`src/rtl/hc3_pkg.sv`:
```
`timescale 1ns / 1ps
// ----------------------------------------------------------------------------
// hc3_pkg
// Shared types and modulo-26 helpers for the 3x3 Hill cipher engine.
// ----------------------------------------------------------------------------
package hc3_pkg;

  localparam int unsigned LetterW = 5;
  localparam int unsigned SumW    = 11;
  localparam int unsigned KeyW    = 9 * LetterW;
  localparam int unsigned PrepLen = 4;

  typedef logic [LetterW-1:0] letter_t;
  typedef letter_t [8:0]      mat_t;
  typedef letter_t [2:0]      vec_t;

  typedef enum logic {
    FUNC_ENCRYPT = 1'b0,
    FUNC_DECRYPT = 1'b1
  } func_e;

  typedef struct packed {
    logic busy;
    logic err;
  } prep_stat_t;

  // x mod 26 for x below 2**SumW: reciprocal estimate, then one correction
  function automatic letter_t mod26(input logic [SumW-1:0] x);
    logic [SumW+8:0] prod;
    logic [6:0]      q;
    logic [SumW-1:0] r;
    prod = {9'd0, x} * (SumW + 9)'(315);
    q    = prod[SumW+8:SumW+2];
    r    = x - SumW'(q) * SumW'(26);
    if (r >= SumW'(26)) begin
      r = r - SumW'(26);
    end
    return r[LetterW-1:0];
  endfunction

  function automatic letter_t red26(input letter_t x);
    return (x >= LetterW'(26)) ? (x - LetterW'(26)) : x;
  endfunction

  // (a*b - c*d) mod 26, operands already reduced
  function automatic letter_t cross26(input letter_t a, input letter_t b,
                                      input letter_t c, input letter_t d);
    letter_t          p;
    letter_t          q;
    logic [LetterW:0] s;
    p = mod26(SumW'(a) * SumW'(b));
    q = mod26(SumW'(c) * SumW'(d));
    s = {1'b0, p} + (LetterW + 1)'(26) - {1'b0, q};
    if (s >= (LetterW + 1)'(26)) begin
      s = s - (LetterW + 1)'(26);
    end
    return s[LetterW-1:0];
  endfunction

  // multiplicative inverse mod 26, zero when none exists
  function automatic letter_t inv26(input letter_t d);
    letter_t r;
    unique case (d)
      5'd1:    r = 5'd1;
      5'd3:    r = 5'd9;
      5'd5:    r = 5'd21;
      5'd7:    r = 5'd15;
      5'd9:    r = 5'd3;
      5'd11:   r = 5'd19;
      5'd15:   r = 5'd7;
      5'd17:   r = 5'd23;
      5'd19:   r = 5'd11;
      5'd21:   r = 5'd5;
      5'd23:   r = 5'd17;
      5'd25:   r = 5'd25;
      default: r = 5'd0;
    endcase
    return r;
  endfunction

endpackage

```
`src/rtl/hc3_merge.sv`:
```
`timescale 1ns / 1ps
// ----------------------------------------------------------------------------
// hc3_merge
// Output register: join the lane letters, zero them on a singular key.
// ----------------------------------------------------------------------------
module hc3_merge (
  input  logic          clk_i,
  input  logic          rst_ni,
  input  logic          valid_i,
  input  logic          err_i,
  input  hc3_pkg::vec_t lanes_i,
  output logic          ready_o,
  output logic          m_axis_tvalid,
  input  logic          m_axis_tready,
  output logic [15:0]   m_axis_tdata,
  output logic          m_axis_tuser
);

  logic          valid_q, valid_d;
  hc3_pkg::vec_t data_q;
  logic          err_q;

  assign ready_o = !valid_q || m_axis_tready;
  assign valid_d = ready_o ? valid_i : valid_q;

  always_ff @(posedge clk_i or negedge rst_ni) begin
    if (!rst_ni) begin
      valid_q <= 1'b0;
    end else begin
      valid_q <= valid_d;
    end
  end

  always_ff @(posedge clk_i) begin
    if (ready_o && valid_i) begin
      data_q <= err_i ? '0 : lanes_i;
      err_q  <= err_i;
    end
  end

  assign m_axis_tvalid = valid_q;
  assign m_axis_tdata  = {1'b0, data_q[2], data_q[1], data_q[0]};
  assign m_axis_tuser  = err_q;

endmodule

```
`config.mk`:
```
export PLATFORM = sky130hd
export DESIGN_NAME = hc3_merge
export DESIGN_NICKNAME = d
export VERILOG_FILES = /design/src/rtl/hc3_pkg.sv /design/src/rtl/hc3_merge.sv
export SDC_FILE = /design/constraint.sdc
export NUM_CORES = 1
export LEC_CHECK = 0
export BUFFER_PORTS_ARGS = -buffer_cell sky130_fd_sc_hd__clkbuf_2
export CORE_MARGIN = 2
export CORE_UTILIZATION = 41
export DETAILED_ROUTE_END_ITERATION = 6
export PLACE_DENSITY_LB_ADDON = 0.05
export SYNTH_ARGS = -nofsm -noshare
export SYNTH_HDL_FRONTEND = slang
export SYNTH_SLANG_ARGS = --single-unit
```
`constraint.sdc`:
```
create_clock -name clk_i -period 1.4 [get_ports clk_i]
set_input_delay 0.14 -clock clk_i [delete_from_list [all_inputs] [get_ports clk_i]]
set_output_delay 0.14 -clock clk_i [all_outputs]
set_load 0.05 [all_outputs]
```
==> reports/results.ini <==
[run_status]
outcome = completed

[sta]
setup_viol = 0
final_max_slew_viol_count = 0
period_share_pct = 85.2
fmax_mhz = 839
hold_viol_final = 0
min_period_ns = 1.19
layout_setup_ws_ns = 0.208
skew_ns = 0.00161
hold_slack_ns = 0.0608
rsz0062_at_grt = no
fin_tns_setup_ns = 0

[clock_tree]
cts_made_buffers = 3
clk_latency_ns = 0.28
cts.sinks = 17
h-tree-depth = 1
cts_tree = yes
clockRootBuffer = clkbuf_4
path_clk_slew_ns = 0.09
cts_buffer_depth = 2
cts_setup_buffers = 0

[placed_design]
place_congestion = 0.686
dpl.cell_count = 89
port_buffers = 37
dp_hpwl_um = 761
post-place-ws_ns = 0.328

[power]
totalPowerFinal_w = 0.00106
leakagePower_nw = 0.414
ir_drop_mv = 0.753
pwr_density_cell_nw_per_um2 = 1180

[setup_path]
cp_max_fo = 3
critPathKind = reg2out
startpoint_type = register
cp.arrival_ns = 1.05
cp-startpoint = m_axis_tvalid
r2r-start = m_axis_tvalid
cp.required_ns = 1.26
cp-end-kind = output pin

[global_route]
antenna_found_initial = 0
grt_max_degree = 17
grt_pass1_vias = 365
grt_pass1_wl_um = 1510
gr-usage-all-layers_pct = 11.5
grt-busiest-layer = met2
met3_usage_pct = 7.35
gr-usage-met2_pct = 18.0
gr-total-overflow = 0
met1_usage_pct = 12.1

[cells_and_area]
areaGrowthSynthToFinish_pct = 33.5
fin_cells = 94
antennaDiodeCount = 0
nNetsFinal = 99
drive_gt1_share_pct = 67.9

[drt]
post_drt_wl_per_cell_um = 10.9
vias = 409
ant_nets = 0
dr.pass1.iters = 4
drt-initial-drc-count = 4
avgViaCountPerCell = 4.35
drc = 0
wl_um = 1020

[synthesis]
avgSynthCellArea_um2 = 17.8
syn_nets = 58
yosys.cell_types.count = 12
ys_seq_area_share_pct = 74.8
synth_cells = 38
netlist_area_um2 = 676
synth_warnings = 0
ys_seq_elements = 17

[floorplanning]
die_area_um2 = 1990
design.core.area_um2 = 1520
chipWidth_um = 44.6
die_h_um = 44.6
rows = 14
initial_core_util_pct = 44.3
num_io_pins = 39

[run]
cap_violations = 0

[worst_hold_path]
worstHoldStart = valid_i
hp-class = in2reg

==> layout make-up <==
class	count	area [um^2]
flip-flops and latches	17	507
well taps	16	20.0
clock buffers	4	26.3
fillers	137	622
repair buffers	38	195
multi-input cells	19	154
==> power by group <==
group / switching [W] / internal [W]
Clock: 0.000139 / 0.000111
Sequential: 0.00000844 / 0.000591
Combinational: 0.000153 / 0.0000609
==> synthesized netlist by cell type (all sizes together) <==
| master | number | share of area [%] |
|---|---|---|
| and2b | 5 | 6.1 |
| nor2b | 10 | 12 |
| and2 | 1 | 0.93 |
| buf | 2 | 2.8 |
| dfrtp | 1 | 3.7 |
| conb | 1 | 0.56 |
| nand2b | 2 | 3.0 |
| edfxtp | 16 | 71 |
==> layer usage <==
metal	wire length, um	vias to the layer above
li1	-	207
met1	385	179
met3	99	0
met5	0	-
met2	537	23
met4	0	0
==> worst paths after layout <==
check	slack, ns	endpoint	cells after the start
worst max register to register	0.33	m_axis_tdata[11]	2
worst min-delay path	0.06	m_axis_tvalid	2
min in group asynchronous	0.15	m_axis_tvalid	2
worst max-delay path	0.21	ready_o	2
max in group asynchronous	1.16	m_axis_tvalid	2
worst min register to register	0.54	m_axis_tvalid	2
==> state kept, by name, summed over array words and instances, names as in the netlist <==
signal and flops:
m_axis_tuser 1, m_axis_tvalid 1, m_axis_tdata 15
==> stage by stage <==
step / utilization, % / cell area [um^2]
after global routing: 59.2 / 902
after floorplan: - / 679
after global placement: 56.8 / 866
after CTS: 59.2 / 902
final: 59.2 / 902
after detailed placement: 56.8 / 866
==> critical path: stages (launching register included) <==
cell	delay (ns)
dfrtp_2	0.43
nand2b_4	0.07
clkbuf_2	0.27
==> repair_timing <==
| item | in CTS | in global routing |
|---|---|---|
| hold endpoints to repair | 1 | 0 |
| gates resized for setup | 0 | 0 |
| hold buffers | 1 | 0 |
==> cell families (layout without fill, tap and decap cells) <==
| group | after synthesis | after routing | synth area share, % |
|---|---|---|---|
| and+or+nand+nor | 18 | 18 | 21.9 |
| other | 1 | 1 | 0.555 |
| DFF | 17 | 17 | 74.8 |
| buffers and inverters | 2 | 42 | 2.78 |
==> cells in the final DEF (no fill, tap or decap) <==
master	Yosys	routed
clkbuf_2	0	37
edfxtp_1	16	16
nor2b_2	7	7
nor2b_1	3	3
and2b_2	3	3
clkbuf_4	0	3
and2b_1	2	2
nand2b_4	1	1
nand2b_1	1	1
and2_4	0	1
conb_1	1	1
clkbuf_1	0	1
dlygate4sd3_1	0	1
dfrtp_2	0	1
Power figures use the tool's default switching activity.
