--- config.mk ---
export PLATFORM = sky130hd
export DESIGN_NAME = hc3_keyprep
export DESIGN_NICKNAME = d
export VERILOG_FILES = /design/src/rtl/hc3_pkg.sv /design/src/rtl/hc3_keyprep.sv
export SDC_FILE = /design/constraint.sdc
export NUM_CORES = 2
export LEC_CHECK = 0
export BUFFER_PORTS_ARGS = -buffer_cell sky130_fd_sc_hd__buf_2
export CORE_ASPECT_RATIO = 1.4
export CORE_MARGIN = 1.5
export CORE_UTILIZATION = 46
export DETAILED_ROUTE_END_ITERATION = 16
export HOLD_SLACK_MARGIN = 0.03
export SLEW_MARGIN = 20
export SYNTH_ARGS = -nofsm -noshare
export SYNTH_HDL_FRONTEND = slang
export SYNTH_SLANG_ARGS = --single-unit
export TNS_END_PERCENT = 1
--- constraint.sdc ---
create_clock -name clk_i -period 35 [get_ports clk_i]
set_input_delay 3.5 -clock clk_i [delete_from_list [all_inputs] [get_ports clk_i]]
set_output_delay 3.5 -clock clk_i [all_outputs]
set_load 0.01 [all_outputs]
--- src/rtl/hc3_pkg.sv ---
`timescale 1ns / 1ps
// ----------------------------------------------------------------------------
// hc3_pkg
// Shared types and modulo-26 helpers for the 3x3 Hill cipher engine.
// ----------------------------------------------------------------------------
package hc3_pkg;

  localparam int unsigned LetterW = 5;
  localparam int unsigned SumW    = 11;
  localparam int unsigned KeyW    = 9 * LetterW;
  localparam int unsigned PrepLen = 4;

  typedef logic [LetterW-1:0] letter_t;
  typedef letter_t [8:0]      mat_t;
  typedef letter_t [2:0]      vec_t;

  typedef enum logic {
    FUNC_ENCRYPT = 1'b0,
    FUNC_DECRYPT = 1'b1
  } func_e;

  typedef struct packed {
    logic busy;
    logic err;
  } prep_stat_t;

  // x mod 26 for x below 2**SumW: reciprocal estimate, then one correction
  function automatic letter_t mod26(input logic [SumW-1:0] x);
    logic [SumW+8:0] prod;
    logic [6:0]      q;
    logic [SumW-1:0] r;
    prod = {9'd0, x} * (SumW + 9)'(315);
    q    = prod[SumW+8:SumW+2];
    r    = x - SumW'(q) * SumW'(26);
    if (r >= SumW'(26)) begin
      r = r - SumW'(26);
    end
    return r[LetterW-1:0];
  endfunction

  function automatic letter_t red26(input letter_t x);
    return (x >= LetterW'(26)) ? (x - LetterW'(26)) : x;
  endfunction

  // (a*b - c*d) mod 26, operands already reduced
  function automatic letter_t cross26(input letter_t a, input letter_t b,
                                      input letter_t c, input letter_t d);
    letter_t          p;
    letter_t          q;
    logic [LetterW:0] s;
    p = mod26(SumW'(a) * SumW'(b));
    q = mod26(SumW'(c) * SumW'(d));
    s = {1'b0, p} + (LetterW + 1)'(26) - {1'b0, q};
    if (s >= (LetterW + 1)'(26)) begin
      s = s - (LetterW + 1)'(26);
    end
    return s[LetterW-1:0];
  endfunction

  // multiplicative inverse mod 26, zero when none exists
  function automatic letter_t inv26(input letter_t d);
    letter_t r;
    unique case (d)
      5'd1:    r = 5'd1;
      5'd3:    r = 5'd9;
      5'd5:    r = 5'd21;
      5'd7:    r = 5'd15;
      5'd9:    r = 5'd3;
      5'd11:   r = 5'd19;
      5'd15:   r = 5'd7;
      5'd17:   r = 5'd23;
      5'd19:   r = 5'd11;
      5'd21:   r = 5'd5;
      5'd23:   r = 5'd17;
      5'd25:   r = 5'd25;
      default: r = 5'd0;
    endcase
    return r;
  endfunction

endpackage

--- src/rtl/hc3_keyprep.sv ---
`timescale 1ns / 1ps
// ----------------------------------------------------------------------------
// hc3_keyprep
// Key register and cached inverse key: reduce, adjugate, determinant, scale.
// ----------------------------------------------------------------------------
module hc3_keyprep (
  input  logic                      clk_i,
  input  logic                      rst_ni,
  input  logic                      cfg_we_i,
  input  logic [hc3_pkg::KeyW-1:0]  cfg_wdata_i,
  output hc3_pkg::mat_t             key_o,
  output hc3_pkg::mat_t             inv_o,
  output hc3_pkg::prep_stat_t       stat_o
);

  logic [hc3_pkg::KeyW-1:0]    key_q;
  logic [hc3_pkg::PrepLen-1:0] prep_q, prep_d;
  hc3_pkg::mat_t               m_q, m_d;
  hc3_pkg::mat_t               adj_q, adj_d;
  hc3_pkg::mat_t               inv_q, inv_d;
  hc3_pkg::letter_t            det_q, det_d;
  hc3_pkg::letter_t            dinv;
  logic                        err_q, err_d;

  always_ff @(posedge clk_i or negedge rst_ni) begin
    if (!rst_ni) begin
      key_q  <= hc3_pkg::KeyW'(45'h100_0010_0001);
      prep_q <= hc3_pkg::PrepLen'(1);
    end else begin
      if (cfg_we_i) begin
        key_q <= cfg_wdata_i;
      end
      prep_q <= prep_d;
    end
  end

  assign prep_d = cfg_we_i ? hc3_pkg::PrepLen'(1)
                           : {prep_q[hc3_pkg::PrepLen-2:0], 1'b0};

  always_comb begin
    for (int i = 0; i < 9; i++) begin
      m_d[i] = hc3_pkg::red26(key_q[i*hc3_pkg::LetterW +: hc3_pkg::LetterW]);
    end
  end

  always_comb begin
    adj_d[0] = hc3_pkg::cross26(m_q[4], m_q[8], m_q[5], m_q[7]);
    adj_d[1] = hc3_pkg::cross26(m_q[2], m_q[7], m_q[1], m_q[8]);
    adj_d[2] = hc3_pkg::cross26(m_q[1], m_q[5], m_q[2], m_q[4]);
    adj_d[3] = hc3_pkg::cross26(m_q[5], m_q[6], m_q[3], m_q[8]);
    adj_d[4] = hc3_pkg::cross26(m_q[0], m_q[8], m_q[2], m_q[6]);
    adj_d[5] = hc3_pkg::cross26(m_q[2], m_q[3], m_q[0], m_q[5]);
    adj_d[6] = hc3_pkg::cross26(m_q[3], m_q[7], m_q[4], m_q[6]);
    adj_d[7] = hc3_pkg::cross26(m_q[1], m_q[6], m_q[0], m_q[7]);
    adj_d[8] = hc3_pkg::cross26(m_q[0], m_q[4], m_q[1], m_q[3]);
  end

  assign det_d = hc3_pkg::mod26(hc3_pkg::SumW'(m_q[0]) * hc3_pkg::SumW'(adj_q[0])
                              + hc3_pkg::SumW'(m_q[1]) * hc3_pkg::SumW'(adj_q[3])
                              + hc3_pkg::SumW'(m_q[2]) * hc3_pkg::SumW'(adj_q[6]));

  assign dinv  = hc3_pkg::inv26(det_q);
  assign err_d = (dinv == '0);

  always_comb begin
    for (int i = 0; i < 9; i++) begin
      inv_d[i] = hc3_pkg::mod26(hc3_pkg::SumW'(adj_q[i]) * hc3_pkg::SumW'(dinv));
    end
  end

  always_ff @(posedge clk_i) begin
    m_q   <= m_d;
    adj_q <= adj_d;
    det_q <= det_d;
    inv_q <= inv_d;
    err_q <= err_d;
  end

  assign key_o       = m_q;
  assign inv_o       = inv_q;
  assign stat_o.busy = |prep_q;
  assign stat_o.err  = err_q;

endmodule

==> results.sh <==
export IMPL_run_status="finished clean"
export IMPL_sequential_cell_area_sq_mm=0.00406
export IMPL_layout_drive_gt1_share_pct=3.02
export IMPL_gr_max_usage_layer="met2"
export IMPL_largest_net_degree_at_the_start_of_global_routing=68
export IMPL_postCtsHoldBufs=0
export IMPL_post_route_min_period_ns=14.51
export IMPL_syn_avg_cell_area_sq_um=8.70
export IMPL_fp_dieH_um=553
export IMPL_ys_top_cells_by_area="sky130_fd_sc_hd__ha_1 31%, sky130_fd_sc_hd__fa_1 24%, sky130_fd_sc_hd__inv_1 11%"
export IMPL_cts_h_tree_depth=4
export IMPL_num_nets_final=15213
export IMPL_startpoint_type="register"
export IMPL_criticalPathCategory="register to register"
export IMPL_filler_cell_count=20593
export IMPL_critical_path_slowest_cell="sky130_fd_sc_hd__a221oi_1"
export IMPL_gr_usage_met1_pct=24.0
export IMPL_synth_largest_area_cell="sky130_fd_sc_hd__ha_1"
export IMPL_synth_yosys_seq_area_share_pct=4.08
export IMPL_wire_per_inst_um=15.6
export IMPL_clk_latency_ns=0.57
export IMPL_yosys_register_bits=190
export IMPL_slew_limit_headroom_pct=23.8
export IMPL_yosys_top_cells_count="2,830 x sky130_fd_sc_hd__inv_1, 2,488 x sky130_fd_sc_hd__ha_1, 1,171 x sky130_fd_sc_hd__fa_1, 620 x sky130_fd_sc_hd__nand2_1, 497 x sky130_fd_sc_hd__xnor2_1"
export IMPL_cts_clk_slew_worst_paths_ns=0.11
export IMPL_portBuffers=139
export IMPL_place_detailed_hpwl_um=197000
export IMPL_hold_path_class="register to register"
export IMPL_clock_skew_final_ns=0.0318
export IMPL_total_setup_buffers_inserted_after_cts=0
export IMPL_cts_buffer_depth=2
export IMPL_yosys_most_used_dff="sky130_fd_sc_hd__dfxtp_1"
export IMPL_mappedNetlistNets=15125
export IMPL_timing_critical_path_buf_inv=9
export IMPL_grtUsageTotal_pct=21.0
export IMPL_worst_endpoint_arrival_ns=14.96
export IMPL_critical_path_top_delay_family="adder cells"
export IMPL_synth_edff_count=0
export IMPL_synth_async_sr_flop_share_pct=25.8
export IMPL_grt_pass1_wl_um=380000
export IMPL_fp_dieArea_sq_mm=0.219
export IMPL_place_gp_congestion=0.892
export IMPL_worst_slew_pin_slew_ns=1.13
export IMPL_report_final_hold_viol_count=0
export IMPL_max_cap_violations=0
export IMPL_area_after_dpl_sq_mm=0.104
export IMPL_global_route_usage_met3_pct=2.23
export IMPL_grt_antenna_before_repair=10
export IMPL_cts_root_buffer_cell="sky130_fd_sc_hd__clkbuf_16"
export IMPL_synth_area_sq_mm=0.0993
export IMPL_post_drt_via_cell_ratio=5.19
export IMPL_pin_count=140
export IMPL_critPathRequiredTime_ns=35.44
export IMPL_drt_pass1_iterations=5
export IMPL_final_design_area_no_fill_sq_mm=0.104
export IMPL_std_cell_rows=201
export IMPL_violation_count_after_the_first_detailed_routing_iteration=2286
export IMPL_ctsResizeCount=0
export IMPL_yosysWarningCount=0
export IMPL_yosys_cell_count_top_type="sky130_fd_sc_hd__inv_1"
export IMPL_crit_path_frequent_cell="sky130_fd_sc_hd__fa_1"
export IMPL_floorplan_die_width_um=396
export IMPL_gr_usage_met2_pct=40.7
export IMPL_postRouteAntennaNets=0
export IMPL_netlist_instances=11418
export IMPL_rsz_0062_raised_after_global_routing="no"
export IMPL_setup_total_negative_slack_ns=0
export IMPL_globalRouteOverflowTotal=0
export IMPL_vias=74594
export IMPL_cts_buffers_inserted=17
export IMPL_clkSinkCount=190
export IMPL_post_synth_top_area_fraction_pct=31.3
export IMPL_finalHoldWorstSlack_ns=0.421
export IMPL_crit_path_max_incr_delay_ns=0.83
export IMPL_critPathCaptureType="register"
export IMPL_maxSlewViolCount=0
export IMPL_drcViolationCount=0
export IMPL_initial_utilization_pct=46.4
export IMPL_ys_types=90
export IMPL_crit_fanout=15
export IMPL_detail_route_wirelength_um=224000
export IMPL_grt_pass1_vias=80061
export IMPL_synthesis_to_finish_area_growth_pct=4.97
export IMPL_final_setup_viol_count=0
export IMPL_min_period_over_period_pct=41.5
export IMPL_multiInputGateArea_sq_mm=0.0841
export IMPL_core_sq_mm=0.214
export IMPL_fmax_mhz=68.9
export IMPL_cts_tree="yes"
## registers in the layout, indices dropped and copies added, names as in the netlist
name	flops
adj_q	45
inv_o	45
key_o	45
key_q	45
dinv	5
prep_q	4
err_q	1
## logic make-up (layout without fill, tap and decap cells)
group           Yosys count  count (layout)  synth area share [%]
flops                   190             190                  4.08
other cells               0               6                     0
buf+inv                2980            3081                  11.3
mux                      63              63                 0.675
xor+xnor                754             754                  6.97
fa+ha+maj              3667            3667                  55.0
simple gates           2014            2014                  10.2
compound gates         1750            1750                  11.7
## path summary, 6_finish.rpt
check | start | endpoint | slack, ns | cells after the start
setup / recovery | key_o[5] | dinv[3] | 20.49 | 48
hold / removal | key_q[30] | key_o[30] | 0.42 | 0
setup reg to reg | key_o[5] | dinv[3] | 20.49 | 48
hold reg to reg | key_q[30] | key_o[30] | 0.42 | 0
max in group asynchronous | rst_ni | key_q[15] | 31.60 | 1
min in group asynchronous | rst_ni | key_q[31] | 2.95 | 1
## per-layer routing
layer	wire length (um)	part of all wire, %
met3	6930	3.1
met4	5230	2.3
met2	120000	54
met5	0	0
met1	91700	41
## layout by cell type, fill, tap and decap left out, types with 46 or more instances in the layout
master                     Yosys  layout
sky130_fd_sc_hd__a211oi_1     75      74
sky130_fd_sc_hd__a21boi_0     49      49
sky130_fd_sc_hd__a21o_1      229     229
sky130_fd_sc_hd__a21oi_1     423     423
sky130_fd_sc_hd__and2_1      472     472
sky130_fd_sc_hd__buf_2         2     138
sky130_fd_sc_hd__buf_4         1      80
sky130_fd_sc_hd__dfxtp_1     141     136
sky130_fd_sc_hd__fa_1       1171    1171
sky130_fd_sc_hd__ha_1       2488    2488
sky130_fd_sc_hd__inv_1      2830    2830
sky130_fd_sc_hd__nand2_1     620     620
sky130_fd_sc_hd__nand2b_1     71      71
sky130_fd_sc_hd__nand3_1      65      65
sky130_fd_sc_hd__nor2_1      335     335
sky130_fd_sc_hd__nor2b_1     140     140
sky130_fd_sc_hd__nor3_1       93      93
sky130_fd_sc_hd__o21a_1       92      92
sky130_fd_sc_hd__o21ai_0     344     344
sky130_fd_sc_hd__o21bai_1    138     138
sky130_fd_sc_hd__o31ai_1      46      46
sky130_fd_sc_hd__or3_1        48      48
sky130_fd_sc_hd__xnor2_1     497     495
sky130_fd_sc_hd__xor2_1      233     232
## metrics by stage
| stage | cells | setup WS [ns] | utilization, % |
|---|---|---|---|
| 5_1_grt | 14361 | 19.59 | 48.6 |
| 3_5_place_dp | 14329 | 20.54 | 48.4 |
| 3_3_place_gp | 14329 | 20.76 | 48.4 |
| 4_1_cts | 14361 | 20.46 | 48.6 |
| 6_report | 14367 | 20.49 | 48.7 |
| 2_1_floorplan | 11418 | 21.84 | - |
## area by class of cell
type / instances / share of cell area (%)
flip-flops and latches: 190 / 3.89
diodes: 6 / 0.0144
clock inverters: 13 / 0.161
repair buffers: 218 / 1.24
inverters: 2831 / 10.2
well taps: 2842 / 3.41
multi-input cells: 8248 / 80.7
clock buffers: 19 / 0.415
Power is left out: the tool's default activity adds up to more than one toggle a clock period on the data nets, which glitch-free logic cannot reach.
