--- config.mk ---
export PLATFORM = sky130hd
export DESIGN_NAME = hc3_lane
export DESIGN_NICKNAME = d
export VERILOG_FILES = /design/src/rtl/hc3_pkg.sv /design/src/rtl/hc3_lane.sv
export SDC_FILE = /design/constraint.sdc
export NUM_CORES = 1
export LEC_CHECK = 0
export CORE_UTILIZATION = 40
export DETAILED_ROUTE_END_ITERATION = 6
export DONT_BUFFER_PORTS = 1
export GPL_TIMING_DRIVEN = 0
export PLACE_DENSITY_LB_ADDON = 0.05
export SLEW_MARGIN = 0
export SYNTH_ARGS = -nofsm -noshare
export SYNTH_HDL_FRONTEND = slang
export SYNTH_SLANG_ARGS = --single-unit
--- constraint.sdc ---
create_clock -name clk_i -period 12.8 [get_ports clk_i]
set_clock_uncertainty 0.05 [all_clocks]
set_input_delay 2.56 -clock clk_i [delete_from_list [all_inputs] [get_ports clk_i]]
set_output_delay 2.56 -clock clk_i [all_outputs]
set_load 0.005 [all_outputs]
--- src/rtl/hc3_pkg.sv ---
`timescale 1ns / 1ps
// ----------------------------------------------------------------------------
// hc3_pkg
// Shared types and modulo-26 helpers for the 3x3 Hill cipher engine.
// ----------------------------------------------------------------------------
package hc3_pkg;

  localparam int unsigned LetterW = 5;
  localparam int unsigned SumW    = 11;
  localparam int unsigned KeyW    = 9 * LetterW;
  localparam int unsigned PrepLen = 4;

  typedef logic [LetterW-1:0] letter_t;
  typedef letter_t [8:0]      mat_t;
  typedef letter_t [2:0]      vec_t;

  typedef enum logic {
    FUNC_ENCRYPT = 1'b0,
    FUNC_DECRYPT = 1'b1
  } func_e;

  typedef struct packed {
    logic busy;
    logic err;
  } prep_stat_t;

  // x mod 26 for x below 2**SumW: reciprocal estimate, then one correction
  function automatic letter_t mod26(input logic [SumW-1:0] x);
    logic [SumW+8:0] prod;
    logic [6:0]      q;
    logic [SumW-1:0] r;
    prod = {9'd0, x} * (SumW + 9)'(315);
    q    = prod[SumW+8:SumW+2];
    r    = x - SumW'(q) * SumW'(26);
    if (r >= SumW'(26)) begin
      r = r - SumW'(26);
    end
    return r[LetterW-1:0];
  endfunction

  function automatic letter_t red26(input letter_t x);
    return (x >= LetterW'(26)) ? (x - LetterW'(26)) : x;
  endfunction

  // (a*b - c*d) mod 26, operands already reduced
  function automatic letter_t cross26(input letter_t a, input letter_t b,
                                      input letter_t c, input letter_t d);
    letter_t          p;
    letter_t          q;
    logic [LetterW:0] s;
    p = mod26(SumW'(a) * SumW'(b));
    q = mod26(SumW'(c) * SumW'(d));
    s = {1'b0, p} + (LetterW + 1)'(26) - {1'b0, q};
    if (s >= (LetterW + 1)'(26)) begin
      s = s - (LetterW + 1)'(26);
    end
    return s[LetterW-1:0];
  endfunction

  // multiplicative inverse mod 26, zero when none exists
  function automatic letter_t inv26(input letter_t d);
    letter_t r;
    unique case (d)
      5'd1:    r = 5'd1;
      5'd3:    r = 5'd9;
      5'd5:    r = 5'd21;
      5'd7:    r = 5'd15;
      5'd9:    r = 5'd3;
      5'd11:   r = 5'd19;
      5'd15:   r = 5'd7;
      5'd17:   r = 5'd23;
      5'd19:   r = 5'd11;
      5'd21:   r = 5'd5;
      5'd23:   r = 5'd17;
      5'd25:   r = 5'd25;
      default: r = 5'd0;
    endcase
    return r;
  endfunction

endpackage

--- src/rtl/hc3_lane.sv ---
`timescale 1ns / 1ps
// ----------------------------------------------------------------------------
// hc3_lane
// One matrix row times the letter vector, accumulated and reduced mod 26.
// ----------------------------------------------------------------------------
module hc3_lane (
  input  logic             clk_i,
  input  logic             en_i,
  input  hc3_pkg::vec_t    row_i,
  input  hc3_pkg::vec_t    vec_i,
  output hc3_pkg::letter_t letter_o
);

  logic [hc3_pkg::SumW-1:0] sum_q, sum_d;

  assign sum_d = hc3_pkg::SumW'(row_i[0]) * hc3_pkg::SumW'(vec_i[0])
               + hc3_pkg::SumW'(row_i[1]) * hc3_pkg::SumW'(vec_i[1])
               + hc3_pkg::SumW'(row_i[2]) * hc3_pkg::SumW'(vec_i[2]);

  always_ff @(posedge clk_i) begin
    if (en_i) begin
      sum_q <= sum_d;
    end
  end

  assign letter_o = hc3_pkg::mod26(sum_q);

endmodule

==> results of run 1 <==
==> cell usage after synthesis (all sizes together) (2+ instances only) <==
cell type,count
o21ai,8
inv,156
o31a,2
nand2,38
a221oi,2
fa,93
nor3,3
ha,112
mux2i,2
o21a,4
nand4,3
nand2b,3
o21bai,3
o211ai,2
xor2,11
xnor2,22
o221ai,2
nor2b,4
o22ai,2
edfxtp,11
nor2,16
and2,50
a21oi,20
a21o,6
a211oi,2
==> final timing paths <==
check / startpoint / to / slack [ns] / cells after the start
hold / removal: en_i / sum_q[10]$_DFFE_PP_ / 2.38 / 0
setup / recovery: sum_q[4]$_DFFE_PP_ / letter_o[3] / 2.00 / 29
==> kinds of logic after synthesis <==
kind of cell / synth area share [%]
AND/OR/NAND/NOR: 11.91
XOR/XNOR: 5.210
flip-flops: 5.954
AO/OA/AOI/OAI: 7.059
multiplexers: 0.3609
buffers and inverters: 10.69
adder cells (fa/ha/maj): 58.82
==> through the flow <==
stage	instance area, um2	utilization [%]	setup WS, ns	hold WS, ns	instances
CTS	5847	43.63	1.850	2.377	770
floorplan	5548	-	3.101	2.623	590
global route	5847	43.63	1.325	2.370	770
finish	5847	43.63	2.000	2.380	770
global placement	5768	43.04	2.176	2.624	766
detailed placement	5768	43.04	2.120	2.624	766
==> final cells by class <==
type / instances / area (um2) / area share (%)
well taps: 176 / 220.2 / 3.766
multi-input cells: 422 / 4624 / 79.09
plain buffers: 1 / 7.507 / 0.1284
clock buffers: 4 / 78.83 / 1.348
flip-flops and latches: 11 / 330.3 / 5.649
inverters: 156 / 585.6 / 10.01
==> critical path, delay by kind of cell, from the launching register on <==
family,cells,cell delay [ns]
and+or+nand+nor,4,0.76
xor gates and xnor gates,3,0.86
DFF,1,0.59
AOI/OAI and AO/OA,9,1.77
buffers and inverters,4,0.21
adders and majority gates,9,3.76
==> layer usage <==
layer	global-route usage [%]	up-vias
met5	0	-
met3	1.568	4
met2	28.65	38
li1	-	1857
met1	25.30	1827
met4	1.406	0
==> impl_metrics.tcl, run 1 <==
set metrics [dict create \
    timing.final.crit_share_pct 84.38 \
    wl_per_cell_um 14.26 \
    cts_sinks 11 \
    critPathKind "flop to output pin" \
    cts_hold_buf 0 \
    diodes 0 \
    cp-start-kind "flop" \
    antenna_found_initial 0 \
    tns_ns 0 \
    hpwl_mm 9.896 \
    vias_per_cell 4.839 \
    post-route-min-period_ns 10.80 \
    core.rowCount 42 \
    routed.top_layer "met4" \
    drcViolationCount 0 \
    synth_fp_nets 827 \
    synth_edf_count 11 \
    relSlewSlack_pct 59.48 \
    area_growth_pct 5.390 \
    drtAntennaViolNets 0 \
    cpMaxStageDelayCell "edfxtp_1" \
    coreArea_mm2 0.01340 \
    fin_nets 832 \
    path_max_fanout 7 \
    htree_num_levels 1 \
    dieArea_mm2 0.01434 \
    ys_warn_count 0 \
    drv_cap 0 \
    synth_cell_types 42 \
    rsz0062_at_grt "false" \
    reg.largest.list "sum_q: 11 flops" \
    cts_made_buffers 3 \
    grt_usage_pct 17.25 \
    syn-instance-count 590 \
    overflow 0 \
    cts-resized-gates 0 \
    yosysTopAreaCellShare_pct 33.56 \
    fp.dieW_um 119.8 \
    netlist_area_mm2 0.005548 \
    slowest_delay_ns 0.59 \
    post-cts-setup-buffer-count 0 \
    largest_reg_flops 11 \
    end_kind "output pin" \
    grt_pass1_wl_mm 19.60 \
    io_pins 37 \
    tightest_slew_ns 0.6035 \
    ys_seq_elements 11 \
    synth_ff_type "edfxtp_1" \
    drt-met1-wl_mm 5.695 \
    required_ns 10.19 \
    final_common_cell "inv_1" \
    wl_met2_mm 5.007 \
    grt_pass1_vias 4053 \
    io_buffer_count 0 \
    hp-class "input pin to flop" \
    synth_top_area_cell "fa_1" \
    worstPathArrival_ns 8.19 \
    layout.cells.most_common_list "inv_1, ha_1, fa_1, and2_1, nand2_1" \
    wl_met3_um 257 \
    cts_root_buf "clkbuf_16" \
    vias 3726 \
    clock.fmax_mhz 92.59 \
    cts.path.max_buffers 2 \
    gp_congestion 0.7838 \
    avgSynthCellArea_um2 9.403 \
    first_iter_violations 213 \
    finalSetupViolCount 0 \
    hold_violations 0 \
    clkTransAtPathRegs_ns 0.04 \
    synth_area_leaders "fa_1, ha_1, inv_1" \
    die_h_um 119.8 \
    dr.pass1.iters 4 \
    drv_slew 0 \
    crit_top_cell "fa_1" \
    cts_tree "yes" \
    drive_gt1_share_pct 2.020 \
    fillCellCount 1328 \
    grt_start_max_net_pins 12 \
    initial_core_util_pct 41.40 \
    largest_register "sum_q" \
    wl_mm 10.98 \
    status "finished, final reports clean" \
    synth_async_sr_flop_share_pct 0 \
    ys_seq_area_share_pct 5.954 \
]
Power of run 1 is not shown: default switching activity piles up to over one toggle a cycle in this logic, so the estimate is an artifact.
==> inputs of run 2 (changes only) <==
--- a/config.mk
+++ b/config.mk
@@ -5,6 +5,7 @@
 export SDC_FILE = /design/constraint.sdc
 export NUM_CORES = 1
 export LEC_CHECK = 0
+export ABC_AREA = 1
 export CORE_UTILIZATION = 40
 export DETAILED_ROUTE_END_ITERATION = 6
 export DONT_BUFFER_PORTS = 1
==> constraint.sdc (replaced) <==
create_clock -name clk_i -period 11 [get_ports clk_i]
set_clock_uncertainty 0.05 [all_clocks]
set_input_delay 2.2 -clock clk_i [delete_from_list [all_inputs] [get_ports clk_i]]
set_output_delay 2.2 -clock clk_i [all_outputs]
set_load 0.005 [all_outputs]
==> run 2 against run 1 <==
Against the previous run: critical path depth increased by 6; cell area increased by 7.7%; global-route usage increased by 0.17 points; wire length increased by 12%; die area increased by 7.8%; hold slack got worse by 0.36 ns; synthesized cell count increased by 31%; count of clock-buffer cells in the layout unchanged; area after synthesis increased by 7.9%; final cell count increased by 25%; sequential share of layout area decreased by 0.40 points; largest cell class unchanged; highest routed layer unchanged.
==> impl_metrics.tcl, run 2 <==
set metrics [dict create \
    status "finished, final reports clean" \
    synth_fp_nets 1009 \
    whs_path_depth 0 \
    hpwl_mm 11.42 \
    cp-start-kind "flop" \
    dieArea_mm2 0.01546 \
    synth_async_sr_flop_share_pct 0 \
    grt_start_max_net_pins 12 \
    first_iter_violations 188 \
    ys_seq_elements 11 \
    wl_mm 12.32 \
    drtAntennaViolNets 0 \
    vias_per_cell 4.564 \
    yosysTopAreaCellShare_pct 31.10 \
    htree_num_levels 1 \
    dr.pass1.iters 4 \
    critPathKind "flop to output pin" \
    finalSetupViolCount 0 \
    required_ns 8.75 \
    final_common_cell "inv_1" \
    fp.dieW_um 124.3 \
    drv_cap 0 \
    slowest_delay_ns 0.58 \
    instances_no_fill 960 \
    cts_root_buf "clkbuf_16" \
    synth_top_area_cell "fa_1" \
    antenna_found_initial 0 \
    netlist_area_mm2 0.005986 \
    tightest_slew_ns 0.4980 \
    largest_register "sum_q" \
    io_pins 37 \
    cts_made_buffers 3 \
    syn-instance-count 772 \
    cpMaxStageDelayCell "edfxtp_1" \
    synth_cell_types 29 \
    cts_hold_buf 0 \
    utilization_pct 43.15 \
    cts_sinks 11 \
    overflow 0 \
    vias 4381 \
    hp-start "en_i" \
    avgSynthCellArea_um2 7.754 \
    hold_end "sum_q[10]$_DFFE_PP_" \
    synth_common_cells "inv_1, nand2_1, ha_1" \
    reg.largest.list "sum_q: 11 flops" \
    largest_reg_flops 11 \
    synth_ff_type "edfxtp_1" \
    whs_ns 2.017 \
    fin_nets 1014 \
    drv_slew 0 \
    core.rowCount 44 \
    grt_pass1_wl_mm 21.82 \
    die_h_um 124.3 \
    gp_congestion 0.8064 \
    hold_violations 0 \
    synth_edf_count 11 \
    clkTransAtPathRegs_ns 0.04 \
    drive_gt1_share_pct 3.351 \
    area_growth_pct 5.163 \
    io_buffer_count 0 \
    synth_area_leaders "fa_1, ha_1, inv_1" \
    coreArea_mm2 0.01459 \
    end_kind "output pin" \
    clock.fmax_mhz 102.3 \
    cts-resized-gates 0 \
    ys_warn_count 0 \
    crit_top_cell "inv_1" \
    grt_usage_pct 17.42 \
    post-route-min-period_ns 9.773 \
    rsz0062_at_grt "false" \
    tns_ns 0 \
    timing.final.crit_share_pct 88.85 \
    grt_pass1_vias 4501 \
    diodes 0 \
    post-cts-setup-buffer-count 0 \
    relSlewSlack_pct 66.69 \
    synth_most_common_cell "inv_1" \
    layout.cells.most_common_list "inv_1, nand2_1, ha_1, fa_1" \
    cts_tree "yes" \
    ys_seq_area_share_pct 5.518 \
    hp-class "input pin to flop" \
    dp_cells 956 \
    drcViolationCount 0 \
    worstPathArrival_ns 7.52 \
    path_max_fanout 7 \
    initial_core_util_pct 41.03 \
    cts.path.max_buffers 2 \
    wl_per_cell_um 12.84 \
]
run 2: cell types whose count changed after synthesis, moves of 3 or more:
cell,change
a21o_1,-4
a21oi_1,+5
and2_1,-50
inv_1,+94
nand2_1,+140
nand2_2,+9
nand2b_1,-3
nand3_1,+23
nand3_2,+4
nand3b_1,+3
nor2_1,+3
nor2b_1,-4
o21a_1,-3
xnor2_1,-19
run 2: critical path, delay by kind of cell, from the launching register on:
family / cells / cell delay (ns)
AND/OR/NAND/NOR: 9 / 0.93
AO/OA/AOI/OAI: 6 / 0.95
flip-flops: 1 / 0.58
XOR/XNOR: 2 / 0.67
buffers and inverters: 9 / 0.53
adder cells (fa/ha/maj): 9 / 3.60
run 2: kinds of logic (layout without fill, tap and decap cells):
family                     count (synthesis)  after routing  share of synthesized area [%]
xor gates and xnor gates                  15             15                          2.195
AOI/OAI and AO/OA                         41             41                          4.055
adders and majority gates                205            205                          54.52
buffers and inverters                    252            256                          15.87
DFF                                       11             11                          5.518
and+or+nand+nor                          248            248                          17.85
run 2: stage by stage:
step,setup slack (ns),cell area [um2]
floorplan,2.378,5986
global placement,1.487,6216
detailed placement,1.448,6216
CTS,1.184,6295
global route,0.6348,6295
finish,1.227,6295
run 2: metal layers:
layer	global-route usage (%)	share of wire (%)	wire (um)
met1	26.55	53	6482
met2	27.69	44	5394
met3	1.546	3.3	406
met4	1.488	0.32	39
met5	0	0	0
run 2: final cells by class:
class,count,area (um2)
Sequential cell,11,330.3
Fill cell,1499,8294
Inverter,251,942.2
Buffer,1,7.507
Clock buffer,4,78.83
Tap cell,184,230.2
Multi-Input combinational cell,509,4706
run 2: worst max path at each step:
stage / from / endpoint / cells past startpoint / slack [ns]
6_report: sum_q[6]$_DFFE_PP_ / letter_o[2] / 35 / 1.23
5_1_grt: sum_q[4]$_DFFE_PP_ / letter_o[3] / 36 / 0.63
3_3_place_gp: sum_q[6]$_DFFE_PP_ / letter_o[3] / 37 / 1.49
4_1_cts: sum_q[6]$_DFFE_PP_ / letter_o[3] / 37 / 1.18
3_5_place_dp: sum_q[6]$_DFFE_PP_ / letter_o[3] / 37 / 1.45
2_1_floorplan: sum_q[4]$_DFFE_PP_ / letter_o[3] / 35 / 2.38
Power of run 2 is left out for the same reason.
==> inputs of run 3 (changes only) <==
--- a/config.mk
+++ b/config.mk
@@ -7,10 +7,12 @@
 export LEC_CHECK = 0
 export ABC_AREA = 1
 export CORE_UTILIZATION = 40
+export CTS_CLUSTER_SIZE = 10
 export DETAILED_ROUTE_END_ITERATION = 6
 export DONT_BUFFER_PORTS = 1
 export GPL_TIMING_DRIVEN = 0
 export PLACE_DENSITY_LB_ADDON = 0.05
+export SETUP_SLACK_MARGIN = 0.05
 export SLEW_MARGIN = 0
 export SYNTH_ARGS = -nofsm -noshare
 export SYNTH_HDL_FRONTEND = slang
==> constraint.sdc (replaced) <==
create_clock -name clk_i -period 10.2 [get_ports clk_i]
set_clock_uncertainty 0.05 [all_clocks]
set_input_delay 2.04 -clock clk_i [delete_from_list [all_inputs] [get_ports clk_i]]
set_output_delay 2.04 -clock clk_i [all_outputs]
set_load 0.005 [all_outputs]
==> run 3 against run 2 <==
Against the previous run: cell area is 1.1% higher; sequential cell count stayed put; via count is 1.4% higher; utilization increased by 0.46 points; first-iteration DRC count grew 8.5%; setup slack worse by 0.67 ns; die area is the same; final cell count increased by 0.83%; critical path depth grew 2; wire length grew 0.32%; hold slack got worse by 0.16 ns; largest cell class unchanged; global-route usage stayed put.
==> impl_metrics.tcl, run 3 (same netlist as run 2, synthesis figures left out) <==
set metrics [dict create \
    fp.dieW_um 124.3 \
    hold_end "sum_q[10]$_DFFE_PP_" \
    post-route-min-period_ns 9.644 \
    final_common_cell "inv_1" \
    cp-start-kind "flop" \
    crit_top_cell "inv_1" \
    largest_register "sum_q" \
    dr.pass1.iters 4 \
    grt_start_max_net_pins 12 \
    io_buffer_count 0 \
    cts_made_buffers 3 \
    tns_ns 0 \
    critPathKind "flop to output pin" \
    largest_reg_flops 11 \
    overflow 0 \
    area_growth_pct 6.292 \
    cts_sinks 11 \
    cp_top_family "adder cells" \
    vias 4441 \
    cts_tree "yes" \
    fin_ws_ns 0.5555 \
    whs_path_depth 0 \
    status "finished, final reports clean" \
    timing.final.crit_share_pct 94.55 \
    grt_pass1_wl_mm 21.82 \
    vias_per_cell 4.588 \
    core.rowCount 44 \
    drcViolationCount 0 \
    hp-start "en_i" \
    gp_congestion 0.8064 \
    drv_slew 0 \
    reg.largest.list "sum_q: 11 flops" \
    drtAntennaViolNets 0 \
    seqCellArea_um2 330.3 \
    clkTransAtPathRegs_ns 0.04 \
    multi_input_area_mm2 0.004713 \
    cpMaxStageDelayCell "edfxtp_1" \
    diodes 0 \
    initial_core_util_pct 41.03 \
    drive_gt1_share_pct 4.464 \
    hpwl_mm 11.42 \
    worstPathArrival_ns 7.55 \
    hp-class "input pin to flop" \
    hold_violations 0 \
    wl_mm 12.36 \
    cts_root_buf "clkbuf_16" \
    layout.cells.most_common_list "inv_1, nand2_1, ha_1, fa_1" \
    coreArea_mm2 0.01459 \
    fin_nets 1022 \
    first_iter_violations 204 \
    finalSetupViolCount 0 \
    die_h_um 124.3 \
    grt_usage_pct 17.42 \
    required_ns 8.11 \
    wl_per_cell_um 12.77 \
    rsz0062_at_grt "false" \
    drv_cap 0 \
    antenna_found_initial 0 \
    cts_hold_buf 0 \
    clock.fmax_mhz 103.7 \
    dieArea_mm2 0.01546 \
    whs_ns 1.858 \
    path_max_fanout 7 \
    fin_area_mm2 0.006362 \
    end_kind "output pin" \
    cts.path.max_buffers 2 \
    placed_area_mm2 0.006216 \
    path_buf_inv 9 \
    io_pins 37 \
    grt_pass1_vias 4501 \
    htree_num_levels 1 \
    fillCellCount 1499 \
    slowest_delay_ns 0.58 \
    tightest_slew_ns 0.4649 \
    post-place-ws_ns 0.8082 \
    relSlewSlack_pct 69.01 \
]
## run 3: layer usage
metal	track usage [%]	wire [um]
met4	1.488	39
met3	1.546	382
met2	27.69	5427
met1	26.55	6512
met5	0	0
## run 3: worst max-delay path by stage
| stage | from | to | cells past startpoint |
|---|---|---|---|
| 2_1_floorplan | sum_q[4]$_DFFE_PP_ | letter_o[3] | 35 |
| 3_3_place_gp | sum_q[6]$_DFFE_PP_ | letter_o[3] | 37 |
| 3_5_place_dp | sum_q[6]$_DFFE_PP_ | letter_o[3] | 37 |
| 4_1_cts | sum_q[6]$_DFFE_PP_ | letter_o[3] | 37 |
| 5_1_grt | sum_q[6]$_DFFE_PP_ | letter_o[3] | 38 |
| 6_report | sum_q[6]$_DFFE_PP_ | letter_o[2] | 37 |
## run 3: layout make-up
cell class                      count  area share, %
Multi-Input combinational cell    509          74.08
Inverter                          251          14.81
Sequential cell                    11          5.192
Tap cell                          184          3.618
Clock buffer                        4          1.239
Timing Repair Buffer                8         0.9440
Buffer                              1         0.1180
## run 3: repair_timing
item / in CTS / in global routing
resized for setup: 0 / 1
setup endpoints to repair: 0 / 3
buffers inserted: 0 / 8
hold endpoints to repair: 0 / 0
## run 3: per-stage QoR
stage / utilization (%) / std cells
global placement: 42.61 / 956
finish: 43.61 / 968
detailed placement: 42.61 / 956
global route: 43.61 / 968
CTS: 43.15 / 960
floorplan: - / 772
Power of run 3 is left out for the same reason.
